$ cat config.mk
export PLATFORM = sky130hd
export DESIGN_NAME = nunchuk_tilt_to_control_top
export DESIGN_NICKNAME = d
export VERILOG_FILES = /design/src/sv/ntc_pkg.sv /design/src/sv/ntc_cordic.sv /design/src/sv/ntc_isqrt.sv /design/src/sv/nunchuk_tilt_to_control_top.sv
export SDC_FILE = /design/constraint.sdc
export NUM_CORES = 2
export LEC_CHECK = 0
export BUFFER_PORTS_ARGS = -buffer_cell sky130_fd_sc_hd__buf_2
export CAP_MARGIN = 15
export CORE_ASPECT_RATIO = 0.7
export CORE_MARGIN = 2
export CORE_UTILIZATION = 65
export CTS_CLUSTER_DIAMETER = 40
export DETAILED_ROUTE_END_ITERATION = 12
export PLACE_DENSITY = 0.88
export SLEW_MARGIN = 20
export SYNTH_ARGS = -nofsm -noshare
export SYNTH_HDL_FRONTEND = slang
export SYNTH_SLANG_ARGS = --single-unit
$ cat constraint.sdc
create_clock -name i_clk -period 20.9 [get_ports i_clk]
set_input_delay 2.09 -clock i_clk [delete_from_list [all_inputs] [get_ports i_clk]]
set_output_delay 2.09 -clock i_clk [all_outputs]
set_load 0.1 [all_outputs]
$ cat src/sv/ntc_pkg.sv
package ntc_pkg;

    localparam int TableLen = 24;
    localparam int AngleW   = 28;   // 2^-16 degree units, holds +-(180+100)*2^16
    localparam int VecW     = 40;   // vector components, 11 bit value times 2^16 plus growth

    typedef enum logic [3:0] {
        t_st_idle,
        t_st_roll_init,
        t_st_roll_iter,
        t_st_sqrt,
        t_st_pitch_init,
        t_st_pitch_iter,
        t_st_ctl_roll,
        t_st_ctl_pitch,
        t_st_done
    } t_state;

    localparam logic [2:0] RegZeroX   = 3'd0;
    localparam logic [2:0] RegZeroY   = 3'd1;
    localparam logic [2:0] RegZeroZ   = 3'd2;
    localparam logic [2:0] RegRadius  = 3'd3;
    localparam logic [2:0] RegCtlAng  = 3'd4;

    function automatic logic [AngleW-1:0] atan_entry(input logic [4:0] i);
        logic [AngleW-1:0] v;
        begin
            case (i)
                5'd0:  v = 28'd2949120;
                5'd1:  v = 28'd1740967;
                5'd2:  v = 28'd919879;
                5'd3:  v = 28'd466945;
                5'd4:  v = 28'd234379;
                5'd5:  v = 28'd117304;
                5'd6:  v = 28'd58666;
                5'd7:  v = 28'd29335;
                5'd8:  v = 28'd14668;
                5'd9:  v = 28'd7334;
                5'd10: v = 28'd3667;
                5'd11: v = 28'd1833;
                5'd12: v = 28'd917;
                5'd13: v = 28'd458;
                5'd14: v = 28'd229;
                5'd15: v = 28'd115;
                5'd16: v = 28'd57;
                5'd17: v = 28'd29;
                5'd18: v = 28'd14;
                5'd19: v = 28'd7;
                5'd20: v = 28'd4;
                5'd21: v = 28'd2;
                5'd22: v = 28'd1;
                default: v = 28'd0;
            endcase
            return v;
        end
    endfunction

endpackage

$ cat src/sv/ntc_cordic.sv
// Vectoring CORDIC: one micro-rotation per cycle on a single shift/add unit.
module ntc_cordic #(
    parameter int CORDIC_STEPS = 16
) (
    input  logic                          i_clk,
    input  logic                          i_rst_n,
    input  logic                          i_start,
    input  logic signed [ntc_pkg::VecW-1:0] i_y,
    input  logic signed [ntc_pkg::VecW-1:0] i_x,
    output logic                          o_done,
    output logic signed [8:0]             o_deg
);
    localparam int StepCap = (CORDIC_STEPS < ntc_pkg::TableLen) ? CORDIC_STEPS
                                                                : ntc_pkg::TableLen;

    logic signed [ntc_pkg::VecW-1:0]   r_x, r_y, n_x, n_y, sx, sy;
    logic signed [ntc_pkg::AngleW-1:0] r_z, n_z, zq;
    logic [4:0]                        r_i, n_i;
    logic                              r_busy, n_busy, r_done, n_done;
    logic signed [8:0]                 r_deg, n_deg;

    always_comb begin
        n_x = r_x; n_y = r_y; n_z = r_z; n_i = r_i;
        n_busy = r_busy; n_done = 1'b0; n_deg = r_deg;
        sx = r_x >>> r_i;
        sy = r_y >>> r_i;
        // Truncation toward zero of the angle in whole degrees.
        zq = (r_z < 0) ? -((-r_z) >>> 16) : (r_z >>> 16);
        if (i_start) begin
            n_i = '0;
            n_z = '0;
            n_busy = 1'b0;
            if (i_y == 0 && i_x == 0) begin
                n_deg = 9'sd0; n_done = 1'b1;
            end else if (i_y == 0) begin
                n_deg = (i_x > 0) ? 9'sd0 : 9'sd180; n_done = 1'b1;
            end else if (i_x == 0) begin
                n_deg = (i_y > 0) ? 9'sd90 : -9'sd90; n_done = 1'b1;
            end else begin
                n_busy = 1'b1;
                if (i_x < 0) begin
                    n_x = -i_x; n_y = -i_y;
                    n_z = (i_y > 0) ? ntc_pkg::AngleW'(180 * 65536)
                                    : -ntc_pkg::AngleW'(180 * 65536);
                end else begin
                    n_x = i_x; n_y = i_y;
                end
            end
        end else if (r_busy) begin
            if (r_y == 0 || 32'(r_i) >= StepCap) begin
                n_busy = 1'b0;
                n_done = 1'b1;
                if (zq > 180) n_deg = 9'sd180;
                else if (zq < -180) n_deg = -9'sd180;
                else n_deg = 9'(zq);
            end else begin
                if (r_y > 0) begin
                    n_x = r_x + sy; n_y = r_y - sx;
                    n_z = r_z + ntc_pkg::atan_entry(r_i);
                end else begin
                    n_x = r_x - sy; n_y = r_y + sx;
                    n_z = r_z - ntc_pkg::atan_entry(r_i);
                end
                n_i = r_i + 5'd1;
            end
        end
    end

    always_ff @(posedge i_clk) begin
        if (!i_rst_n) begin
            r_busy <= 1'b0;
            r_done <= 1'b0;
        end else begin
            r_busy <= n_busy;
            r_done <= n_done;
        end
        r_x <= n_x; r_y <= n_y; r_z <= n_z; r_i <= n_i; r_deg <= n_deg;
    end

    assign o_done = r_done;
    assign o_deg  = r_deg;
endmodule

$ cat src/sv/ntc_isqrt.sv
// Bit-pair restoring square root of i_val * 2^32, one result bit per cycle.
// The root carries ten integer bits and 16 fraction bits.
module ntc_isqrt (
    input  logic        i_clk,
    input  logic        i_rst_n,
    input  logic        i_start,
    input  logic [19:0] i_val,
    output logic        o_done,
    output logic [25:0] o_root
);
    logic [19:0] r_rem;
    logic [25:0] r_root;
    logic [26:0] r_part, n_part;
    logic [4:0]  r_cnt;
    logic        r_busy, r_done;
    logic [28:0] acc;
    logic [27:0] trial;
    logic        take;

    // Once the ten integer pairs are used up, zero pairs shift in for the fraction.
    always_comb begin
        acc    = {r_part, r_rem[19:18]};
        trial  = {r_root, 2'b01};
        take   = (acc >= {1'b0, trial});
        n_part = take ? 27'(acc - {1'b0, trial}) : 27'(acc);
    end

    always_ff @(posedge i_clk) begin
        if (!i_rst_n) begin
            r_busy <= 1'b0;
            r_done <= 1'b0;
        end else begin
            if (i_start) begin
                r_busy <= 1'b1;
                r_done <= 1'b0;
            end else if (r_busy && r_cnt == 5'd1) begin
                r_busy <= 1'b0;
                r_done <= 1'b1;
            end else begin
                r_done <= 1'b0;
            end
        end
        if (i_start) begin
            r_rem  <= i_val;
            r_root <= '0;
            r_part <= '0;
            r_cnt  <= 5'd26;
        end else if (r_busy) begin
            r_rem  <= {r_rem[17:0], 2'b00};
            r_root <= {r_root[24:0], take};
            r_part <= n_part;
            r_cnt  <= r_cnt - 5'd1;
        end
    end

    assign o_done = r_done;
    assign o_root = r_root;
endmodule

$ cat src/sv/nunchuk_tilt_to_control_top.sv
// Channel | Direction | Handshake           | Payload
// in      | input     | i_valid / o_stall   | stick, accel high bytes, extra bits
// out     | output    | o_valid / i_stall   | controls, relative angles, accelerations
// cfg     | input     | i_cfg_valid / o_cfg_ready | i_cfg_index, i_cfg_data
//
// o_valid rises after two CORDIC passes, a square root and two divisions for the
// control scaling, all run one after another by the sequencer.
// A zero or saturated Y skips the square root and the pitch pass.
// Reset is synchronous and restores the offsets and clears the reference angles.
// The input is stalled from acceptance until the result has been taken.
module nunchuk_tilt_to_control_top #(
    parameter int CORDIC_STEPS = 16
) (
    input  logic              i_clk,
    input  logic              i_rst_n,
    input  logic              i_valid,
    output logic              o_stall,
    input  logic [7:0]        i_stick_x,
    input  logic [7:0]        i_stick_y,
    input  logic [7:0]        i_accel_x_high,
    input  logic [7:0]        i_accel_y_high,
    input  logic [7:0]        i_accel_z_high,
    input  logic [7:0]        i_extra_bits,
    output logic              o_valid,
    input  logic              i_stall,
    output logic [9:0]        o_roll_control,
    output logic [9:0]        o_pitch_control,
    output logic [9:0]        o_stick_x_control,
    output logic [9:0]        o_stick_y_control,
    output logic signed [8:0] o_roll_relative,
    output logic signed [8:0] o_pitch_relative,
    output logic signed [10:0] o_accel_x,
    output logic signed [10:0] o_accel_y,
    output logic signed [10:0] o_accel_z,
    input  logic              i_cfg_valid,
    output logic              o_cfg_ready,
    input  logic [2:0]        i_cfg_index,
    input  logic [9:0]        i_cfg_data
);
    ntc_pkg::t_state r_st, n_st;

    logic [9:0] r_zx, r_zy, r_zz, r_rad;
    logic [7:0] r_ca;
    logic signed [8:0] r_ref_roll, r_ref_pitch, r_roll, r_pitch;
    logic signed [10:0] r_ax, r_ay, r_az;
    logic [7:0] r_sx, r_sy;
    logic r_rel;
    logic signed [8:0] r_rr, r_pr;
    logic [9:0] r_rc, r_pc;
    logic [8:0] r_dr;
    logic [9:0] r_dn, r_dq;
    logic [3:0] r_dcnt;

    logic cor_start, cor_done, sq_start, sq_done;
    logic signed [ntc_pkg::VecW-1:0] cor_y, cor_x;
    logic signed [8:0] cor_deg;
    logic [25:0] sq_root;
    logic [19:0] sq_val;

    logic acc_in;
    assign acc_in = i_valid && !o_stall;

    ntc_cordic #(.CORDIC_STEPS(CORDIC_STEPS)) u_cordic (
        .i_clk(i_clk), .i_rst_n(i_rst_n), .i_start(cor_start),
        .i_y(cor_y), .i_x(cor_x), .o_done(cor_done), .o_deg(cor_deg)
    );

    ntc_isqrt u_isqrt (
        .i_clk(i_clk), .i_rst_n(i_rst_n), .i_start(sq_start),
        .i_val(sq_val), .o_done(sq_done), .o_root(sq_root)
    );

    logic [10:0] ay_abs;
    logic pitch_sat;
    assign ay_abs    = r_ay[10] ? 11'(-r_ay) : 11'(r_ay);
    assign pitch_sat = ay_abs >= {1'b0, r_rad};
    assign sq_val    = 20'(32'(r_rad) * 32'(r_rad) - 32'(ay_abs) * 32'(ay_abs));

    // Next state.
    always_comb begin
        n_st = r_st;
        unique case (r_st)
            ntc_pkg::t_st_idle:       if (acc_in) n_st = ntc_pkg::t_st_roll_init;
            ntc_pkg::t_st_roll_init:  n_st = ntc_pkg::t_st_roll_iter;
            ntc_pkg::t_st_roll_iter: begin
                if (cor_done) begin
                    if (r_ay == 0 || pitch_sat) n_st = ntc_pkg::t_st_ctl_roll;
                    else n_st = ntc_pkg::t_st_sqrt;
                end
            end
            ntc_pkg::t_st_sqrt:       if (sq_done) n_st = ntc_pkg::t_st_pitch_init;
            ntc_pkg::t_st_pitch_init: n_st = ntc_pkg::t_st_pitch_iter;
            ntc_pkg::t_st_pitch_iter: if (cor_done) n_st = ntc_pkg::t_st_ctl_roll;
            ntc_pkg::t_st_ctl_roll:   if (r_dcnt == 4'd10) n_st = ntc_pkg::t_st_ctl_pitch;
            ntc_pkg::t_st_ctl_pitch:  if (r_dcnt == 4'd10) n_st = ntc_pkg::t_st_done;
            ntc_pkg::t_st_done:       if (!i_stall) n_st = ntc_pkg::t_st_idle;
            default:                  n_st = ntc_pkg::t_st_idle;
        endcase
    end

    // Outputs of the sequencer.
    logic r_sq_go;
    always_comb begin
        cor_start = 1'b0;
        sq_start  = 1'b0;
        cor_y = '0;
        cor_x = '0;
        unique case (r_st)
            ntc_pkg::t_st_roll_init: begin
                cor_start = 1'b1;
                cor_y = ntc_pkg::VecW'(r_ax) <<< 16;
                cor_x = ntc_pkg::VecW'(r_az) <<< 16;
            end
            ntc_pkg::t_st_pitch_init: begin
                cor_start = 1'b1;
                cor_y = ntc_pkg::VecW'(r_ay) <<< 16;
                cor_x = $signed({14'd0, sq_root});
            end
            ntc_pkg::t_st_sqrt: sq_start = r_sq_go;
            default: ;
        endcase
    end

    // Relative angle, wrap and control scaling on shared logic.
    logic signed [8:0] cur_ang, cur_ref, rel;
    logic signed [10:0] diff;
    logic [7:0] c_eff;
    logic signed [9:0] a_cl;
    logic [18:0] num;
    logic [8:0] den;
    always_comb begin
        cur_ang = (r_st == ntc_pkg::t_st_ctl_roll) ? r_roll : r_pitch;
        cur_ref = (r_st == ntc_pkg::t_st_ctl_roll) ? r_ref_roll : r_ref_pitch;
        if (r_rel) cur_ref = cur_ang;
        diff = 11'(cur_ang) - 11'(cur_ref);
        if (diff < -11'sd180) diff = diff + 11'sd360;
        if (diff > 11'sd180) diff = diff - 11'sd360;
        rel = 9'(diff);
        c_eff = (r_ca == 8'd0) ? 8'd1 : r_ca;
        a_cl = 10'(rel);
        if (a_cl < -$signed({2'b0, c_eff})) a_cl = -$signed({2'b0, c_eff});
        if (a_cl > $signed({2'b0, c_eff})) a_cl = $signed({2'b0, c_eff});
        num = 19'(10'(a_cl + $signed({2'b0, c_eff}))) * 19'd1023;
        den = {c_eff, 1'b0};
    end

    // Restoring division, one quotient bit per cycle. The quotient never exceeds
    // 1023, so the top nine numerator bits already sit below the divisor.
    logic [9:0] dtrial, dsub, q_nx;
    logic dge;
    always_comb begin
        dtrial = {r_dr, r_dn[9]};
        dge    = dtrial >= {1'b0, den};
        dsub   = dge ? dtrial - {1'b0, den} : dtrial;
        q_nx   = {r_dq[8:0], dge};
    end

    logic in_ctl;
    assign in_ctl = (r_st == ntc_pkg::t_st_ctl_roll) || (r_st == ntc_pkg::t_st_ctl_pitch);

    always_ff @(posedge i_clk) begin
        if (!i_rst_n) begin
            r_st <= ntc_pkg::t_st_idle;
            r_zx <= 10'd510; r_zy <= 10'd490; r_zz <= 10'd460;
            r_rad <= 10'd210; r_ca <= 8'd30;
            r_ref_roll <= '0; r_ref_pitch <= '0;
            r_sq_go <= 1'b0;
            r_dcnt <= 4'd0;
        end else begin
            r_st <= n_st;
            r_sq_go <= (r_st != ntc_pkg::t_st_sqrt) && (n_st == ntc_pkg::t_st_sqrt);
            if (i_cfg_valid && o_cfg_ready) begin
                unique case (i_cfg_index)
                    ntc_pkg::RegZeroX:  r_zx  <= i_cfg_data;
                    ntc_pkg::RegZeroY:  r_zy  <= i_cfg_data;
                    ntc_pkg::RegZeroZ:  r_zz  <= i_cfg_data;
                    ntc_pkg::RegRadius: r_rad <= i_cfg_data;
                    ntc_pkg::RegCtlAng: r_ca  <= i_cfg_data[7:0];
                    default: ;
                endcase
            end
            if (r_st == ntc_pkg::t_st_ctl_pitch && r_rel) begin
                r_ref_roll  <= r_roll;
                r_ref_pitch <= r_pitch;
            end
            if (in_ctl) begin
                r_dcnt <= (r_dcnt == 4'd10) ? 4'd0 : r_dcnt + 4'd1;
            end
        end
        if (acc_in) begin
            r_ax <= 11'({i_accel_x_high, i_extra_bits[3:2]}) - 11'(r_zx);
            r_ay <= 11'({i_accel_y_high, i_extra_bits[5:4]}) - 11'(r_zy);
            r_az <= 11'({i_accel_z_high, i_extra_bits[7:6]}) - 11'(r_zz);
            r_sx <= i_stick_x; r_sy <= i_stick_y;
            r_rel <= i_extra_bits[0];
        end
        if (r_st == ntc_pkg::t_st_roll_iter && cor_done) begin
            r_roll <= cor_deg;
            if (r_ay == 0) r_pitch <= 9'sd0;
            else if (pitch_sat) r_pitch <= r_ay[10] ? -9'sd90 : 9'sd90;
        end
        if (r_st == ntc_pkg::t_st_pitch_iter && cor_done) r_pitch <= cor_deg;
        if (in_ctl) begin
            if (r_dcnt == 4'd0) begin
                r_dr <= num[18:10];
                r_dn <= num[9:0];
                r_dq <= '0;
            end else begin
                r_dr <= dsub[8:0];
                r_dn <= {r_dn[8:0], 1'b0};
                r_dq <= q_nx;
            end
        end
        if (r_st == ntc_pkg::t_st_ctl_roll) begin
            r_rr <= rel;
            if (r_dcnt == 4'd10) r_rc <= q_nx;
        end
        if (r_st == ntc_pkg::t_st_ctl_pitch) begin
            r_pr <= rel;
            if (r_dcnt == 4'd10) r_pc <= q_nx;
        end
    end

    // 1023*s/255 is exactly 4*s + s/85 for s in 0..255, and s/85 is a few compares.
    logic [1:0] sx_q, sy_q;
    assign sx_q = (r_sx == 8'd255) ? 2'd3 : (r_sx >= 8'd170) ? 2'd2 :
                  (r_sx >= 8'd85) ? 2'd1 : 2'd0;
    assign sy_q = (r_sy == 8'd255) ? 2'd3 : (r_sy >= 8'd170) ? 2'd2 :
                  (r_sy >= 8'd85) ? 2'd1 : 2'd0;
    assign o_stick_x_control = {r_sx, 2'b00} + {8'd0, sx_q};
    assign o_stick_y_control = {r_sy, 2'b00} + {8'd0, sy_q};
    assign o_roll_control    = r_rc;
    assign o_pitch_control   = r_pc;
    assign o_roll_relative   = r_rr;
    assign o_pitch_relative  = r_pr;
    assign o_accel_x = r_ax;
    assign o_accel_y = r_ay;
    assign o_accel_z = r_az;
    assign o_valid   = (r_st == ntc_pkg::t_st_done);
    assign o_stall   = (r_st != ntc_pkg::t_st_idle);
    assign o_cfg_ready = (r_st == ntc_pkg::t_st_idle);

    a_one_side: assert property (@(posedge i_clk) disable iff (!i_rst_n)
        o_valid |-> o_stall) else $error("result shown while input open");
    a_done_hold: assert property (@(posedge i_clk) disable iff (!i_rst_n)
        (o_valid && i_stall) |=> o_valid) else $error("result dropped under stall");
    a_ctl_range: assert property (@(posedge i_clk) disable iff (!i_rst_n)
        o_valid |-> (o_roll_relative <= 9'sd180 && o_roll_relative >= -9'sd180))
        else $error("relative roll out of range");
endmodule

==> results.toml <==
[place]
port_buffers = 158
dpl_worst_slack_ns = 3.79
dp_cells = 5536
place.gp.congestion = 1.05
dp_hpwl_um = 88500

[worst_setup_path]
crit_required_ns = 21.35
worstSetupPathType = "reg2reg"
cp-end-kind = "register"
max_stage_delay_ns = 0.87
critPathMaxFanout = 29
slowest_stage = "xor2_1"
path_common_cell = "o21a_1"
cp_data_arrival_time_ns = 18.05
worst_setup_path_start_kind = "register"

[clock_tree]
clk_latency_ns = 0.70
cts_root_buf = "clkbuf_16"
post_cts_buffers = 0
cts_tree = "built"
h-tree-depth = 2
cts.clk_slew.worst_paths_ns = 0.07
cts_resized = 0
cts.sinks = 435
ctsHoldBuffers = 0
max-clock-path-buffers = 3
cts_buffers = 61

[routing]
viasPerCell = 6.49
drt-initial-drc-count = 4651
vias = 36700
ant_nets = 0
routed_wl_um = 119000
wl_per_cell_um = 21.0
dr.pass1.iters = 9
drc = 0

[layout]
layout_common_cells = "nand2_1, inv_1, ha_1"
multi_input_area_um2 = 28900
finalNonFillerCells = 5656
final_common_cell = "nand2_1"
syn_to_final_growth_pct = 8.46
drive_gt1_share_pct = 10.9
seq_area_um2 = 11400
nNetsFinal = 5349
nFillCells = 4523

[floorplan]
initial_utilization_pct = 65.9
num_rows = 78
die_w_um = 310
ioPinCount = 160
fp.dieH_um = 219
dieArea_um2 = 67900
core_area_um2 = 64900

[min_path]
hp-class = "reg2reg"

[synth]
ys_types = 103
synth_edf_count = 271
yosysSeqAreaShare_pct = 26.7
synth_warnings = 0
synth_seq_cells = 435
syn_avg_cell_area_um2 = 9.20
synthFlopType = "edfxtp_1"
ys_async_sr_fraction_pct = 0
netlist_top_cells_area = "edfxtp_1, ha_1, fa_1"
yosysTopAreaCell = "edfxtp_1"
synth_top_area_share_pct = 19.0
netlist_instances = 4644
synth_area_um2 = 42700

[flow_run]
drv_cap = 0

[grt]
grt_pass1_vias = 35000
grt_max_degree = 86
grt_usage_pct = 35.0
grt.overflow.total = 0
antenna_found_initial = 2
grt_pass1_wl_um = 188000

[timing]
rsz0062_at_grt = "false"
tightest_slew_ns = 1.07
report.final.slew_viol_count = 0
fin_setup_tns_ns = 0
setup_violations = 0
min_period_ns = 17.61
fin_hold_ws_ns = 0.460
period_share_pct = 84.2
fin_skew_ns = 0.0609
max_slew_margin_pct = 27.8
setup_ws_ns = 3.29
finalHoldViolCount = 0
fmax_mhz = 56.8

[outcome]
status = "complete, no violations"
## worst max-delay path, delay by kind of cell (launching register included)
kind            cells  cell delay [ns]
compound gates     34             7.06
fa+ha+maj          12             4.62
simple gates       14             2.25
buf+inv             9             1.28
xor+xnor            3             1.25
flops               1             0.56
mux                 2             0.34
## layout make-up
class	instances	area share, %
Tap cell	880	2.38
Sequential cell	435	24.7
Multi-Input combinational cell	3567	62.3
Timing Repair Buffer	197	2.34
Antenna cell	4	0.0216
Inverter	457	3.70
Clock buffer	72	3.54
Clock inverter	44	1.07
## kinds of logic after synthesis
kind of cell    after synthesis  share of synthesized area, %
buf+inv                     648                          5.87
compound gates             1126                          16.8
simple gates               1267                          14.0
xor+xnor                    325                          6.68
other cells                   2                        0.0176
mux                         277                          10.3
fa+ha+maj                   564                          19.7
flops                       435                          26.7
## per-layer routing
layer | part of all wire [%] | track usage (%) | up-vias
met5 | 0 | 0.436 | -
met4 | 3.4 | 11.7 | 0
met3 | 14 | 11.2 | 322
met2 | 42 | 50.8 | 2320
met1 | 40 | 49.3 | 17400
li1 | - | - | 16700
## final timing paths
path,startpoint,endpoint,slack (ns),depth (start not counted)
max,r_st[2]$_SDFF_PN0_,r_dr[7]$_DFFE_PP_,3.29,74
min,r_dq[8]$_SDFFCE_PN0P_,o_roll_control[9]$_DFFE_PP_,0.46,0
max reg2reg,r_st[2]$_SDFF_PN0_,r_dr[7]$_DFFE_PP_,3.29,74
min reg2reg,r_dq[8]$_SDFFCE_PN0P_,o_roll_control[9]$_DFFE_PP_,0.46,0
## flip-flops by register name, summed over array words and instances (netlist names), 10 cells and up, named ones only
register         flops
o_accel_x           11
o_accel_y           11
o_accel_z           11
o_pitch_control     10
o_roll_control      10
r_dn                10
r_rad               10
r_zx                10
r_zy                10
r_zz                10
u_cordic.r_x        40
u_cordic.r_y        40
u_cordic.r_z        28
u_isqrt.o_root      26
u_isqrt.r_part      27
u_isqrt.r_rem       20
## per-stage QoR
stage | area [µm²] | util (%)
final | 46400 | 71.4
after global routing | 46300 | 71.4
after CTS | 46300 | 71.4
after detailed placement | 44200 | 68.1
after global placement | 44200 | 68.1
after floorplan | 42800 | -
## Yosys cell counts (13+ instances only)
cell type / n
and3_1: 29
xnor2_1: 177
xor2_1: 147
a31oi_1: 38
a22oi_1: 15
mux4_2: 114
nand3_1: 50
nand2_1: 451
o21a_1: 47
nor2b_1: 68
nor3_1: 83
a21boi_0: 51
o31ai_1: 33
o22ai_1: 21
nor4_1: 26
edfxtp_1: 271
nand2b_1: 73
o21ai_0: 292
a211oi_1: 29
nand4_1: 31
o21bai_1: 28
mux2i_1: 115
o211ai_1: 48
a21oi_1: 263
or2_2: 13
mux2_2: 37
a21o_1: 137
buf_1: 25
inv_1: 451
nor2_1: 330
dfxtp_1: 164
buf_2: 15
ha_1: 382
and2_1: 39
fa_1: 182
or3_1: 23
clkbuf_1: 143
Power is left out: the tool's default activity adds up to more than one toggle a clock period on the data nets, which glitch-free logic cannot reach.
